### config.mk
export PLATFORM = sky130hd
export DESIGN_NAME = cdist_ctrl
export DESIGN_NICKNAME = d
export VERILOG_FILES = /design/src/rtl/cdist_pkg.sv /design/src/rtl/cdist_ctrl.sv
export SDC_FILE = /design/constraint.sdc
export NUM_CORES = 1
export LEC_CHECK = 0
export BUFFER_PORTS_ARGS = -buffer_cell sky130_fd_sc_hd__clkbuf_2
export CAP_MARGIN = 20
export CELL_PAD_IN_SITES_DETAIL_PLACEMENT = 0
export CELL_PAD_IN_SITES_GLOBAL_PLACEMENT = 1
export CORE_MARGIN = 2
export CORE_UTILIZATION = 42
export DETAILED_ROUTE_END_ITERATION = 10
export GPL_TIMING_DRIVEN = 1
export PLACE_DENSITY = 0.89
export SLEW_MARGIN = 10
export SYNTH_ARGS = -nofsm -noshare
export SYNTH_HDL_FRONTEND = slang
export SYNTH_SLANG_ARGS = --single-unit
### constraint.sdc
create_clock -name clock -period 2.59 [get_ports clock]
set_input_delay 0.3885 -clock clock [delete_from_list [all_inputs] [get_ports clock]]
set_output_delay 0.3885 -clock clock [all_outputs]
set_load 0.02 [all_outputs]
### src/rtl/cdist_pkg.sv
package cdist_pkg;

   // Fixed formats
   localparam int SAMPLE_W     = 24;
   localparam int COEF_FRAC    = 16;
   localparam int SMOOTH_SHIFT = 9;
   localparam int TANH_DEPTH   = 256;
   localparam int TANH_IDX_W   = $clog2(TANH_DEPTH);
   localparam int NUM_CH       = 2;
   localparam int CH_W         = 1;
   localparam int NUM_SET      = 6;
   localparam int SET_W        = 23;
   localparam int DIV_NUM_W    = 43;
   localparam int QUO_W        = 27;
   localparam int CNT_W        = 5;

   localparam logic [16:0] COEF_ONE  = 17'd65536;
   localparam logic [16:0] TH_MIN    = 17'((65536 * 5 + 50) / 100);
   localparam logic [16:0] POST_COEF = 17'((13289575 + 128) >> 8);
   localparam logic signed [47:0] LIM_POS = 48'sd1073741824;
   localparam logic signed [47:0] LIM_NEG = -48'sd1073741824;

   // Register reset values
   localparam logic        RST_ENABLE     = 1'b1;
   localparam logic [22:0] RST_PRE_GAIN   = 23'd933888;
   localparam logic [16:0] RST_CLIP_LEVEL = 17'd39322;
   localparam logic [16:0] RST_OPAMP_COEF = 17'd36615;
   localparam logic [16:0] RST_TONE_COEF  = 17'd25159;
   localparam logic [16:0] RST_OUT_LEVEL  = 17'd65536;
   localparam logic [16:0] RST_WET_MIX    = 17'd65536;
   localparam logic [16:0] RST_HP_COEF    = 17'd65066;

   typedef logic signed [31:0] samp_type;

   typedef enum logic [2:0] {
      REG_ENABLE     = 3'd0,
      REG_PRE_GAIN   = 3'd1,
      REG_CLIP_LEVEL = 3'd2,
      REG_OPAMP_COEF = 3'd3,
      REG_TONE_COEF  = 3'd4,
      REG_OUT_LEVEL  = 3'd5,
      REG_WET_MIX    = 3'd6,
      REG_HP_COEF    = 3'd7
   } reg_addr_type;

   typedef struct packed {
      logic        enable;
      logic [22:0] pre_gain;
      logic [16:0] clip_level;
      logic [16:0] opamp_coef;
      logic [16:0] tone_coef;
      logic [16:0] out_level;
      logic [16:0] wet_mix;
      logic [16:0] hp_coef;
   } cfg_type;

   // Datapath micro-operations
   typedef enum logic [4:0] {
      OP_NONE, OP_SMOOTH, OP_X, OP_MUL_HP, OP_HP, OP_MUL_GAIN, OP_SAT_PROD,
      OP_MUL_OPAMP, OP_OPAMP, OP_DIV_START, OP_DIV_END, OP_MUL_POST, OP_POST,
      OP_MUL_TONE, OP_TONE, OP_MUL_LEVEL, OP_MUL_MIX, OP_MIX, OP_TANH_IDX,
      OP_TANH_MUL, OP_TANH_OUT
   } op_type;

   typedef struct packed {
      op_type          op;
      logic [CH_W-1:0] ch;
      logic            load;
      logic            publish;
   } cmd_type;

   typedef struct packed {
      logic div_done;
   } status_type;

   localparam logic [4:0] LAST_STEP = 5'd19;

   // Per-channel program
   function automatic op_type step_op(input logic [4:0] step);
      op_type op;
      case (step)
         5'd0:    op = OP_X;
         5'd1:    op = OP_MUL_HP;
         5'd2:    op = OP_HP;
         5'd3:    op = OP_MUL_GAIN;
         5'd4:    op = OP_SAT_PROD;
         5'd5:    op = OP_MUL_OPAMP;
         5'd6:    op = OP_OPAMP;
         5'd7:    op = OP_DIV_START;
         5'd8:    op = OP_DIV_END;
         5'd9:    op = OP_MUL_POST;
         5'd10:   op = OP_POST;
         5'd11:   op = OP_MUL_TONE;
         5'd12:   op = OP_TONE;
         5'd13:   op = OP_MUL_LEVEL;
         5'd14:   op = OP_SAT_PROD;
         5'd15:   op = OP_MUL_MIX;
         5'd16:   op = OP_MIX;
         5'd17:   op = OP_TANH_IDX;
         5'd18:   op = OP_TANH_MUL;
         5'd19:   op = OP_TANH_OUT;
         default: op = OP_NONE;
      endcase
      return op;
   endfunction

   // Saturate to +-16.0 in Q6.26
   function automatic samp_type sat16(input logic signed [47:0] v);
      logic signed [47:0] r;
      if (v > LIM_POS) begin
         r = LIM_POS;
      end else if (v < LIM_NEG) begin
         r = LIM_NEG;
      end else begin
         r = v;
      end
      return r[31:0];
   endfunction

   // Coefficient limited to one
   function automatic logic signed [24:0] coef_cap(input logic [22:0] v);
      logic signed [24:0] r;
      if (v > 23'(COEF_ONE)) begin
         r = 25'(COEF_ONE);
      end else begin
         r = $signed({2'b00, v});
      end
      return r;
   endfunction

   // Shift-subtract quotient, used only while the table is built
   function automatic longint unsigned udiv(input longint unsigned n,
                                            input longint unsigned d);
      longint unsigned q;
      longint unsigned r;
      q = '0;
      r = '0;
      for (int b = 63; b >= 0; b--) begin
         r = {r[62:0], n[b]};
         if (r >= d) begin
            r    = r - d;
            q[b] = 1'b1;
         end
      end
      return q;
   endfunction

   // tanh(4*i/(D-1)) in Q6.26 from an integer exp
   typedef logic [26:0] tanh_tab_type [TANH_DEPTH];

   function automatic logic [26:0] tanh_entry(input int unsigned i);
      longint unsigned one;
      longint unsigned a;
      longint unsigned t2;
      longint unsigned t3;
      longint unsigned t4;
      longint unsigned e;
      longint unsigned num;
      longint unsigned den;
      one = 64'd1 << 30;
      a   = udiv(64'(i) << 25, 64'(TANH_DEPTH - 1));
      t2  = (a * a) >> 30;
      t3  = (t2 * a) >> 30;
      t4  = (t3 * a) >> 30;
      e   = one - a + (t2 >> 1) - udiv(t3, 64'd6) + udiv(t4, 64'd24);
      for (int k = 0; k < 8; k++) begin
         e = (e * e + (one >> 1)) >> 30;
      end
      num = (one - e) << 26;
      den = one + e;
      return 27'(udiv(num + (den >> 1), den));
   endfunction

   function automatic tanh_tab_type tanh_build();
      tanh_tab_type t;
      for (int i = 0; i < TANH_DEPTH; i++) begin
         t[i] = tanh_entry(i);
      end
      return t;
   endfunction

   localparam tanh_tab_type TANH_TAB = tanh_build();

endpackage

### src/rtl/cdist_ctrl.sv
// Frame sequencer: smoothing, per-channel program, divider wait, result hand-off
module cdist_ctrl (
   input  logic                  clock,
   input  logic                  reset,
   input  logic                  req_valid,
   output logic                  req_ready,
   output logic                  rsp_valid,
   input  logic                  rsp_ready,
   input  logic                  enable,
   input  cdist_pkg::status_type status,
   output cdist_pkg::cmd_type    cmd
);

   typedef enum logic [4:0] {
      ST_IDLE   = 5'b00001,
      ST_SMOOTH = 5'b00010,
      ST_RUN    = 5'b00100,
      ST_WAIT   = 5'b01000,
      ST_DONE   = 5'b10000
   } state_type;

   state_type                  state_ff, state_in;
   logic [4:0]                 step_ff, step_in;
   logic [cdist_pkg::CH_W-1:0] ch_ff, ch_in;
   logic                       rsp_valid_ff, rsp_valid_in;
   cdist_pkg::op_type          prog_op;

   assign prog_op = cdist_pkg::step_op(step_ff);

   // Next state and commands
   always_comb begin
      state_in     = state_ff;
      step_in      = step_ff;
      ch_in        = ch_ff;
      rsp_valid_in = rsp_valid_ff;
      cmd.op       = cdist_pkg::OP_NONE;
      cmd.ch       = ch_ff;
      cmd.load     = 1'b0;
      cmd.publish  = 1'b0;
      req_ready    = (state_ff == ST_IDLE);
      if (rsp_valid_ff && rsp_ready) begin
         rsp_valid_in = 1'b0;
      end
      case (state_ff)
         ST_IDLE: begin
            if (req_valid) begin
               cmd.load = 1'b1;
               state_in = enable ? ST_SMOOTH : ST_DONE;
            end
         end
         ST_SMOOTH: begin
            cmd.op   = cdist_pkg::OP_SMOOTH;
            step_in  = '0;
            ch_in    = '0;
            state_in = ST_RUN;
         end
         ST_RUN: begin
            cmd.op = prog_op;
            if (prog_op == cdist_pkg::OP_DIV_START) begin
               step_in  = step_ff + 1'b1;
               state_in = ST_WAIT;
            end else if (step_ff == cdist_pkg::LAST_STEP) begin
               step_in = '0;
               if (ch_ff == cdist_pkg::CH_W'(cdist_pkg::NUM_CH - 1)) begin
                  state_in = ST_DONE;
               end else begin
                  ch_in = ch_ff + 1'b1;
               end
            end else begin
               step_in = step_ff + 1'b1;
            end
         end
         ST_WAIT: begin
            if (status.div_done) begin
               state_in = ST_RUN;
            end
         end
         ST_DONE: begin
            // result register free or emptying this cycle
            if (!rsp_valid_ff || rsp_ready) begin
               cmd.publish  = 1'b1;
               rsp_valid_in = 1'b1;
               state_in     = ST_IDLE;
            end
         end
         default: begin
            state_in = ST_IDLE;
         end
      endcase
   end

   always_ff @(posedge clock) begin
      if (reset) begin
         state_ff     <= ST_IDLE;
         step_ff      <= '0;
         ch_ff        <= '0;
         rsp_valid_ff <= 1'b0;
      end else begin
         state_ff     <= state_in;
         step_ff      <= step_in;
         ch_ff        <= ch_in;
         rsp_valid_ff <= rsp_valid_in;
      end
   end

   assign rsp_valid = rsp_valid_ff;

   a_done_in_wait: assert property (@(posedge clock) disable iff (reset)
      status.div_done |-> state_ff == ST_WAIT)
      else $error("divider finished outside of wait state");

   a_publish_valid: assert property (@(posedge clock) disable iff (reset)
      cmd.publish |=> rsp_valid_ff)
      else $error("published word not presented");

   a_step_range: assert property (@(posedge clock) disable iff (reset)
      step_ff <= cdist_pkg::LAST_STEP)
      else $error("program step out of range");

endmodule

# Yosys cells after proc, flatten, opt, wreduce, memory -nomap -nowiden
# Memory sizes are Yosys's and may differ from the RTL's. A register that Yosys moved wholly into a read port is not among the register bits.
# Cells that the tools add are included.
# op_classes
addsub	2
n_eq_ne	14
muxes	25
n_reduce_logical	6
# ops
cell	count
$mux 5	11
$pmux 5 s5	1
$pmux 5 s2	2
$eq 5x4->1 const B	2
$eq 5x5->1 const B	2
$mux 1	10
$ne 2x2->1 const B	5
$ne 3x3->1 const B	2
$add 5x1->5 const B	1
$eq 5x1->1 const B	1
$eq 5x2->1 const B	1
$eq 5x3->1 const B	1
$reduce_and 5->1	1
$reduce_and 3->1	1
$pmux 1 s2	1
$reduce_bool 2->1	1
$add 1x1->1 const B	1
$logic_and 1x1->1	1
$logic_not 1->1	1
$logic_or 1x1->1	1
# totals
register_bits	12
romBits	160
output_inout_bits	10
memories	1
# mem_list
name	depth	width	read_ports	rd_ports_with_merged_regs	wr	line	rtl
(name not given)	32	5	1	1	0	cdist_pkg.sv:81	case (step)

# Depth between registers and ports, before layout
# Gate-level depths: netlist of run 1.
# logic_depth
depth_word	6
ltp_mapped	11
mapped_depth_nobuf	8

# Least setup slack after synthesis of run 1
# Ideal clock, no wire load.
# synth_path
path_type	register to register
from	register step_ff[0]
to	register prog_op[3] (netlist name)
arrival_time_ns	2.015
t_required_ns	2.520
setup_slack_ns	0.506
path_stages_with_launch	10
synth_period_minus_slack_ns	2.084
cell_sequence	dfxtp_1 -> ha_1 -> nand3_1 -> o21ai_2 -> a31o_1 -> buf_2 -> nor2_1 -> ha_1 -> or3_1 -> a21oi_1
# synth_via
elab_chain_len	6
elab_cells_between_ends	7
cone_classes	add/sub: 1; eq/ne: 1; mux: 5
# synth_rtl
item	line	rtl
start, declared	cdist_ctrl.sv:23	logic [4:0] step_ff, step_in;
start signal, assigned	cdist_ctrl.sv:100	step_ff <= step_in;
$add 5x1->5 / $eq 5x5->1 (equally long branches)	cdist_ctrl.sv:60, cdist_ctrl.sv:70, cdist_ctrl.sv:62	
$mux 5	cdist_ctrl.sv:62	end else if (step_ff == cdist_pkg::LAST_STEP) begin
$mux 5	cdist_ctrl.sv:59	if (prog_op == cdist_pkg::OP_DIV_START) begin
$pmux 5 s2	cdist_ctrl.sv:44	case (state_ff)
$mux 5 (no line) * (2 in a row)	-	
# Every way passes the cells marked *; elsewhere a longest branch is shown, timed or not.
# A chain may end at the register's enable or synchronous reset.

# Final worst setup path of run 1
# layout_path
from	register state_ff[3]
to	register prog_op[2] (netlist name)
# layout_via
elab_chain_len	4
elab_cells_between_ends	6
cone_classes	eq/ne: 2; mux: 3; reduce/logical: 1
# layout_rtl
item	line	rtl
start, declared	cdist_ctrl.sv:22	state_type state_ff, state_in;
start signal, assigned	cdist_ctrl.sv:99	state_ff <= state_in;
$eq 5x3->1 / $eq 5x2->1 (equally long branches)	cdist_ctrl.sv:44	
$pmux 5 s2 / $reduce_bool 2->1 (equally long branches)	-	
$mux 5 (no line) * (2 in a row)	-	
# Marked as above.

==> summary.md, run 1 <==
| Metric | Value |
|---|---|
| Pwr/cell area | `a little under 700 nW/um^2` |
| Clk pwr share | `approximately 16%` |
| Share of power burned in registers | `between 40% and 50%` |
| Unrepaired setup endpoints after global routing | `false` |
| Row Count | `19` |
| Worst Skew | `about 0.011 ns` |
| Worst setup SP type | `flip-flop` |
| CP delay by family, top | `simple AND/OR/NAND/NOR gates` |
| Post-CTS Setup Bufs | `0` |
| DRC viols | `0` |
| Post-route minimum period | `2.32 ns` |
| Setup_tns | `0 ns` |
| Pre-CTS setup slack | `0.302 ns` |
| Mapped Area | `1230 um^2` |
| Final setup violation count | `0` |
| First-pass GRT wire length | `about 4.5 mm` |
| Via count | `between 1000 and 1500` |
| Critical Path Fanout Max | `10` |
| Chip Width | `~58 um` |
| CP max stage cell | `dfxtp_1` |
| Pre-antenna DRT Iters | `4` |
| Worst path depth | `8` |
| DRT iter0 DRCs | `39` |
| Slack of the critical path | `~0.27 ns` |
| Setup CP Type | `flip-flop to flip-flop` |
| Max Freq | `between 0.4 and 0.5 GHz` |
| HP Class | `input pin to flip-flop` |
| Critical-path cell list | `nor2_2 -> and3_1 -> a22oi_1 -> nor2_1 -> ha_1 -> mux2i_1 -> a41oi_1 -> o22ai_1` |
| Clock-pin slew on the worst setup and hold paths | `roughly 0.10 ns` |
| Internal Power | `between 0.5 and 0.6 mW` |
| Net Sw Power | `between 0.3 and 0.4 mW` |
| Placed cells | `between 150 and 200` |
| Initial Utilization | `44.3%` |
| Largest buffer count on any clock path | `2` |
| Core area | `roughly 2800 um^2` |
| Area growth syn-to-layout | `7.01%` |
| Gate power share | `between 40% and 50%` |
| CP max stage delay | `~0.42 ns` |
| Distinct cells, synth | `48` |
| Asr flop ratio synth | `0%` |
| Slew Limit Fails | `0` |
| Crit path arrival time | `2.54 ns` |
| Ranking of synthesized cells by area | `dfxtp_1 28%, nor2_1 5.5%, ha_1 5.1%` |
| Vias in the first global route | `roughly 1000` |
| Yosys reg bits | `17` |
| Final period utilization | `89.5%` |
| Pin count of the biggest net entering global routing | `12` |
| Util after Layout | `between 40 and 50%` |
| Die H | `58.1 um` |
| Fin. Hold Viols | `0` |
| Switching share of total power | `approximately 44%` |
| Worst-Skew Late Latency | `approximately 0.30 ns` |
| Status | `finished, final reports clean` |
| # clock sinks | `17` |
| Worst vdd ir | `~0.57 mV` |
| Post-Layout Cell Count | `191` |
| Overall power | `0.891 mW` |
| CTS Hold Buffers Added | `0` |
| Slew Limit Headroom | `71.9%` |
| HPWL after detailed placement | `2.05 mm` |
| Gr ovfl total | `0` |
| WL per Instance | `13.4 um` |
| Synthesized area per cell | `around 8.2 um^2` |
| IO buf count | `15` |
| Post-Route WL | `~2.6 mm` |
| Initial antenna violation count | `0` |
| Total Nets Final | `~170` |
| TritonCTS clock tree | `yes` |
| Worst reg2reg path depth | `8` |
| Cell taking the most area after synthesis | `dfxtp_1` |
| Maxcap violations | `0` |
| H-tree Lvls | `1` |
| Total track usage | `between 10% and 20%` |
| Primary FF master, synth | `dfxtp_1` |
| Clock root buffer | `clkbuf_4` |
| RD Place Congestion | `roughly 0.84` |
| DIE AREA | `~3400 um^2` |
| I/O pin cnt | `16` |
| Synthesis Warnings | `0` |
| Mapped Nets | `between 150 and 200` |
| Leakage | `roughly 0.50 nW` |
| Register area share after synthesis | `27.6%` |
| Drt via density | `roughly 5.7` |
| Worst Hold Depth | `2` |
| Worst Path Buf+Inv | `0` |
| Post-route ant nets | `0` |
| Number of diodes | `0` |
| Worst slew pin tran | `0.420 ns` |
| EDFF count, synth | `0` |
| CTS-repair resized insts | `0` |
| Worst Path Required | `between 2 and 3 ns` |
| Top-area cell type share of the netlist area | `about 28%` |
| Crit path capture type | `flip-flop` |
| Total CTS buffers | `3` |
| Layout cell share with drive strength beyond 1 | `a little under a fifth` |
| Post-Syn Instances | `150` |
-- stage by stage --
step / hold slack (ns) / instance area [um^2]
4_1_cts: 0.351 / 1320
3_3_place_gp: 0.496 / 1290
6_report: 0.352 / 1320
3_5_place_dp: 0.499 / 1290
2_1_floorplan: 0.463 / 1230
5_1_grt: 0.352 / 1320
-- per-layer routing --
| metal | routed length, um | track usage [%] | vias to the layer above |
|---|---|---|---|
| met5 | 0 | 0 | - |
| met2 | 1250 | 28.9 | 31 |
| met1 | 1120 | 21.9 | 509 |
| met4 | 41 | 5.65 | 0 |
| li1 | - | - | 554 |
| met3 | 153 | 4.69 | 4 |
-- path summary, 6_finish.rpt --
path	endpoint	slack, ns	startpoint
setup / recovery	prog_op[2]$_DFF_P_	0.27	state_ff[3]$_SDFFE_PP0P_
hold / removal	state_ff[1]$_SDFFE_PP0P_	0.35	enable
setup reg to reg	prog_op[2]$_DFF_P_	0.27	state_ff[3]$_SDFFE_PP0P_
hold reg to reg	ch_ff$_SDFFE_PP0P_	0.52	ch_ff$_SDFFE_PP0P_
-- Yosys cell counts (all sizes together), types with 3 or more instances --
cell type,number
inv,7
o22ai,3
nand3,7
buf,9
nor2b,4
a21oi,10
a31oi,4
nand4,5
and2,6
o21ai,4
nor2,19
ha,5
dfxtp,17
xor2,4
o31ai,3
nand2,9
or3,4
xnor2,4
-- area by class of cell --
cell class                      count  area (um^2)
Sequential cell                    17          340
Tap cell                           31         38.8
Inverter                            7         26.3
Clock buffer                        4         26.3
Fill cell                         285         1460
Timing Repair Buffer               17         90.1
Multi-Input combinational cell    115          796
-- kinds of logic after synthesis --
group / count (synthesis) / synth area share, %
compound gates: 35 / 21.2
simple gates: 65 / 29.5
fa+ha+maj: 5 / 5.08
buf+inv: 18 / 7.72
xor+xnor: 8 / 7.22
flops: 17 / 27.6
mux: 2 / 1.63
-- flip-flops by register name (all words and copies together) (netlist names) --
signal / cells
state_ff: 5
prog_op: 5
rsp_valid: 1
ch_ff: 1
step_ff: 5
-- cell usage in the layout, fill, tap and decap left out, drive strengths merged, types with 2 or more instances in the layout --
| cell type | Yosys | layout |
|---|---|---|
| nor2 | 19 | 19 |
| clkbuf | 2 | 19 |
| dfxtp | 17 | 17 |
| a21oi | 10 | 10 |
| nand2 | 9 | 9 |
| nand3 | 7 | 7 |
| inv | 7 | 7 |
| and2 | 6 | 6 |
| nand4 | 5 | 5 |
| ha | 5 | 5 |
| xnor2 | 4 | 4 |
| nor2b | 4 | 4 |
| xor2 | 4 | 4 |
| a31oi | 4 | 4 |
| o21ai | 4 | 4 |
| or3 | 4 | 4 |
| o31ai | 3 | 3 |
| o22ai | 3 | 3 |
| nand2b | 2 | 2 |
| mux2i | 2 | 2 |
| nand3b | 2 | 2 |
| buf | 9 | 2 |
| nor3 | 2 | 2 |
| a31o | 2 | 2 |
-- power by group through the flow --
stage / combinational [mW] / sequential (mW) / clock (mW)
3_3_place_gp: 0.373 / 0.375 / 0
6_report: 0.376 / 0.369 / 0.145
4_1_cts: 0.377 / 0.370 / 0.150
3_5_place_dp: 0.375 / 0.376 / 0
2_1_floorplan: 0.367 / 0.319 / 0
5_1_grt: 0.430 / 0.378 / 0.161
No activity file was read; power rests on OpenSTA's default activity.
==> run 2: changes to the inputs <==
--- a/config.mk
+++ b/config.mk
@@ -5,12 +5,13 @@
 export SDC_FILE = /design/constraint.sdc
 export NUM_CORES = 1
 export LEC_CHECK = 0
+export ABC_AREA = 1
 export BUFFER_PORTS_ARGS = -buffer_cell sky130_fd_sc_hd__clkbuf_2
 export CAP_MARGIN = 20
 export CELL_PAD_IN_SITES_DETAIL_PLACEMENT = 0
 export CELL_PAD_IN_SITES_GLOBAL_PLACEMENT = 1
 export CORE_MARGIN = 2
-export CORE_UTILIZATION = 42
+export CORE_UTILIZATION = 40
 export DETAILED_ROUTE_END_ITERATION = 10
 export GPL_TIMING_DRIVEN = 1
 export PLACE_DENSITY = 0.89
==> run 2 against run 1 <==
Sequential share of layout area hardly changed. Clock power decreased by 3%. Routed wire length is 4.0% lower. Clock skew shrank 0.010 ns. Combinational power fell by 66%. Critical path type unchanged.
==> summary.md, run 2 <==
| Metric | Value |
|---|---|
| Status | `finished, final reports clean` |
| Setup_tns | `0 ns (unchanged)` |
| Cell taking the most area after synthesis | `dfxtp_1` |
| Post-Syn Instances | `176 (+17%)` |
| # clock sinks | `17 (unchanged)` |
| I/O pin cnt | `16 (unchanged)` |
| Core area | `2780 um^2 (unchanged)` |
| Worst Path Buf+Inv | `3 (+3)` |
| Multi-input gate area | `681 um^2 (-14%)` |
| Crit path capture type | `flip-flop` |
| Synthesis Warnings | `0 (unchanged)` |
| Maxcap violations | `0 (unchanged)` |
| Distinct cells, synth | `29 (-40%)` |
| Worst Path Required | `2.83 ns (+0.02 ns)` |
| RD Place Congestion | `0.851 (+1.1%)` |
| RR Startpoint | `step_ff[0]$_SDFFE_PP0N_` |
| Clock-pin slew on the worst setup and hold paths | `0.09 ns (about the same)` |
| DRC viols | `0 (unchanged)` |
| Overall power | `0.556 mW (-38%)` |
| Slew Limit Fails | `0 (unchanged)` |
| Final period utilization | `77.4% (-12 points)` |
| # fillers | `294 (+3.2%)` |
| Pin count of the biggest net entering global routing | `10 (-2)` |
| IO buf count | `15 (unchanged)` |
| CP max stage delay | `0.43 ns (about the same)` |
| Initial Utilization | `42.8% (-1.4 points)` |
| Fin. Hold Viols | `0 (unchanged)` |
| Post-route ant nets | `0 (unchanged)` |
| Via count | `1104 (+0.55%)` |
| Top-area cell type share of the netlist area | `28.6% (+0.93 points)` |
| Total CTS buffers | `3 (unchanged)` |
| Total Nets Final | `205 (+19%)` |
| Clock root buffer | `clkbuf_4` |
| Initial antenna violation count | `0 (unchanged)` |
| TritonCTS clock tree | `yes` |
| Drt via density | `4.93 (-14%)` |
| Worst Skew | `0.00102 ns (-0.0101 ns)` |
| Crit path arrival time | `2.25 ns (-0.29 ns)` |
| Most frequent cells in the layout | `38 x nand2_1, 28 x inv_1, 22 x nor2_1` |
| Flop-to-flop setup slack | `0.58 ns (+0.31 ns)` |
| HP Class | `input pin to flip-flop` |
| CP most frequent cell | `nand2_1` |
| Hold EP | `state_ff[3]$_SDFFE_PP0P_` |
| Critical-path cell list | `ha_1 -> nand2_1 -> inv_1 -> nand2_1 -> inv_1 -> nand2_1 -> nand2_1 -> nand2_1 -> nand2_1 -> inv_1 -> ha_1 -> nand3_1 -> nand3_2 -> nand2_1 -> nand2_1 -> nand2_1` |
| Layout cell share with drive strength beyond 1 | `24.4% (+6.2 points)` |
| Most common cell after layout, fill and taps aside | `nand2_1` |
| Worst vdd ir | `0.369 mV (-36%)` |
| Primary FF master, synth | `dfxtp_1` |
| Post-Route WL | `2.47 mm (-4.0%)` |
| Asr flop ratio synth | `0% (unchanged)` |
| Setup CP Type | `flip-flop to flip-flop` |
| Mapped Nets | `187 (+16%)` |
| Worst-Skew Late Latency | `0.29 ns (about the same)` |
| Sequential cell area | `340 um^2 (unchanged)` |
| HPWL after detailed placement | `2.03 mm (-1.1%)` |
| Worst setup SP type | `flip-flop` |
| CP delay by family, top | `simple AND/OR/NAND/NOR gates` |
| CP max stage cell | `dfxtp_1` |
| Critical Path Fanout Max | `7 (-3)` |
| CTS-repair resized insts | `0 (unchanged)` |
| CTS Hold Buffers Added | `0 (unchanged)` |
| Gr ovfl total | `0 (unchanged)` |
| DIE AREA | `3430 um^2 (+1.5%)` |
| Worst reg2reg path depth | `16 (+8)` |
| Unrepaired setup endpoints after global routing | `false` |
| Post-CTS Setup Bufs | `0 (unchanged)` |
| Pwr/cell area | `423 nW/um^2 (-37%)` |
| Die H | `58.6 um (+0.74%)` |
| Number of diodes | `0 (unchanged)` |
| Worst R2R End | `prog_op[2]$_DFF_P_` |
| Largest buffer count on any clock path | `2 (unchanged)` |
| Mapped Area | `1190 um^2 (-3.3%)` |
| Post-route minimum period | `2.01 ns (-0.312 ns)` |
| Row Count | `19 (unchanged)` |
| First-pass GRT wire length | `4.09 mm (-9.2%)` |
| DRT iter0 DRCs | `25 (-36%)` |
| Worst Hold Depth | `2 (unchanged)` |
| Synthesized area per cell | `6.77 um^2 (-18%)` |
| Pre-antenna DRT Iters | `4 (unchanged)` |
| H-tree Lvls | `1 (unchanged)` |
| Ranking of synthesized cells by area | `dfxtp_1 29%, nand2_1 12%, inv_1 8.8%` |
| Slew Limit Headroom | `80.4% (+8.5 points)` |
| WL per Instance | `11.0 um (-18%)` |
| Hold wc startpoint | `reset` |
| Max Freq | `0.499 GHz (+16%)` |
| Chip Width | `58.6 um (+0.74%)` |
| Leakage | `0.702 nW (+40%)` |
| Vias in the first global route | `1005 (+0.20%)` |
| Yosys reg bits | `17 (unchanged)` |
| Worst slew pin tran | `0.293 ns (-0.127 ns)` |
| Area growth syn-to-layout | `10.4%` |
| Leading cell types by count after synthesis | `38 x nand2_1, 28 x inv_1, 22 x nor2_1` |
| Register area share after synthesis | `28.6% (+0.93 points)` |
| Final setup violation count | `0 (unchanged)` |
| EDFF count, synth | `0 (unchanged)` |
| Most common cell in the netlist | `nand2_1` |
| Total track usage | `15.7% (-1.7 points)` |
run 2: changes by cell type in the layout (fill, tap and decap cells not counted), moves of 6 or more:
| cell | delta |
|---|---|
| inv_1 | +21 |
| nand3_1 | +7 |
| nand2_2 | +6 |
| nand2_1 | +29 |
| and2_1 | -6 |
| nand3_2 | +7 |
run 2: power by group:
group	internal, mW	total, mW	switching (mW)
Sequential	0.274	0.286	0.0125
Clock	0.0599	0.141	0.0812
Combinational	0.0429	0.129	0.0862
run 2: cells by family after synthesis:
group / Yosys count / synth area share [%]
buffers and inverters: 39 / 14.3
AO/OA/AOI/OAI: 16 / 8.09
adder cells (fa/ha/maj): 5 / 5.25
flip-flops: 17 / 28.6
XOR/XNOR: 1 / 0.735
AND/OR/NAND/NOR: 98 / 43.1
run 2: layer usage:
metal  global-route usage, %  part of all wire, %  wire length [um]
met1                    17.6                   44              1090
met3                    4.62                  2.9                71
met5                       0                    0                 0
met2                    28.6                   52              1270
met4                    4.87                  1.1                27
run 2: cell type report:
type,count,area share [%]
Multi-Input combinational cell,120,51.8
Tap cell,31,2.95
Sequential cell,17,25.9
Inverter,36,11.1
Timing Repair Buffer,16,6.28
Clock buffer,4,2.00
run 2: worst max path at each step:
stage	from	end	slack, ns	cells past startpoint
2_1_floorplan	step_ff[0]$_SDFFE_PP0N_	prog_op[2]$_DFF_P_	0.82	16
3_3_place_gp	step_ff[0]$_SDFFE_PP0N_	prog_op[2]$_DFF_P_	0.69	16
3_5_place_dp	step_ff[0]$_SDFFE_PP0N_	prog_op[2]$_DFF_P_	0.62	16
4_1_cts	step_ff[0]$_SDFFE_PP0N_	prog_op[2]$_DFF_P_	0.59	16
5_1_grt	step_ff[0]$_SDFFE_PP0N_	prog_op[2]$_DFF_P_	0.35	16
6_report	step_ff[0]$_SDFFE_PP0N_	prog_op[2]$_DFF_P_	0.58	16
run 2: metrics by stage:
step / instance area, um^2 / std cells / hold slack (ns) / util (%) / worst slack, ns
global placement: 1290 / 220 / 0.502 / 46.3 / 0.694
floorplan: 1190 / 176 / 0.458 / - / 0.824
global route: 1320 / 224 / 0.317 / 47.3 / 0.349
detailed placement: 1290 / 220 / 0.508 / 46.3 / 0.620
finish: 1320 / 224 / 0.348 / 47.3 / 0.585
CTS: 1320 / 224 / 0.328 / 47.3 / 0.592
run 2: worst register-to-register path: stages, from the launching register on:
cell and delay, ns:
dfxtp_1 0.43, ha_1 0.29, nand2_1 0.08, inv_1 0.05
nand2_1 0.07, inv_1 0.08, nand2_1 0.07, nand2_1 0.09
nand2_1 0.05, nand2_1 0.13, inv_1 0.08, ha_1 0.22
nand3_1 0.11, nand3_2 0.08, nand2_1 0.05, nand2_1 0.04
nand2_1 0.05
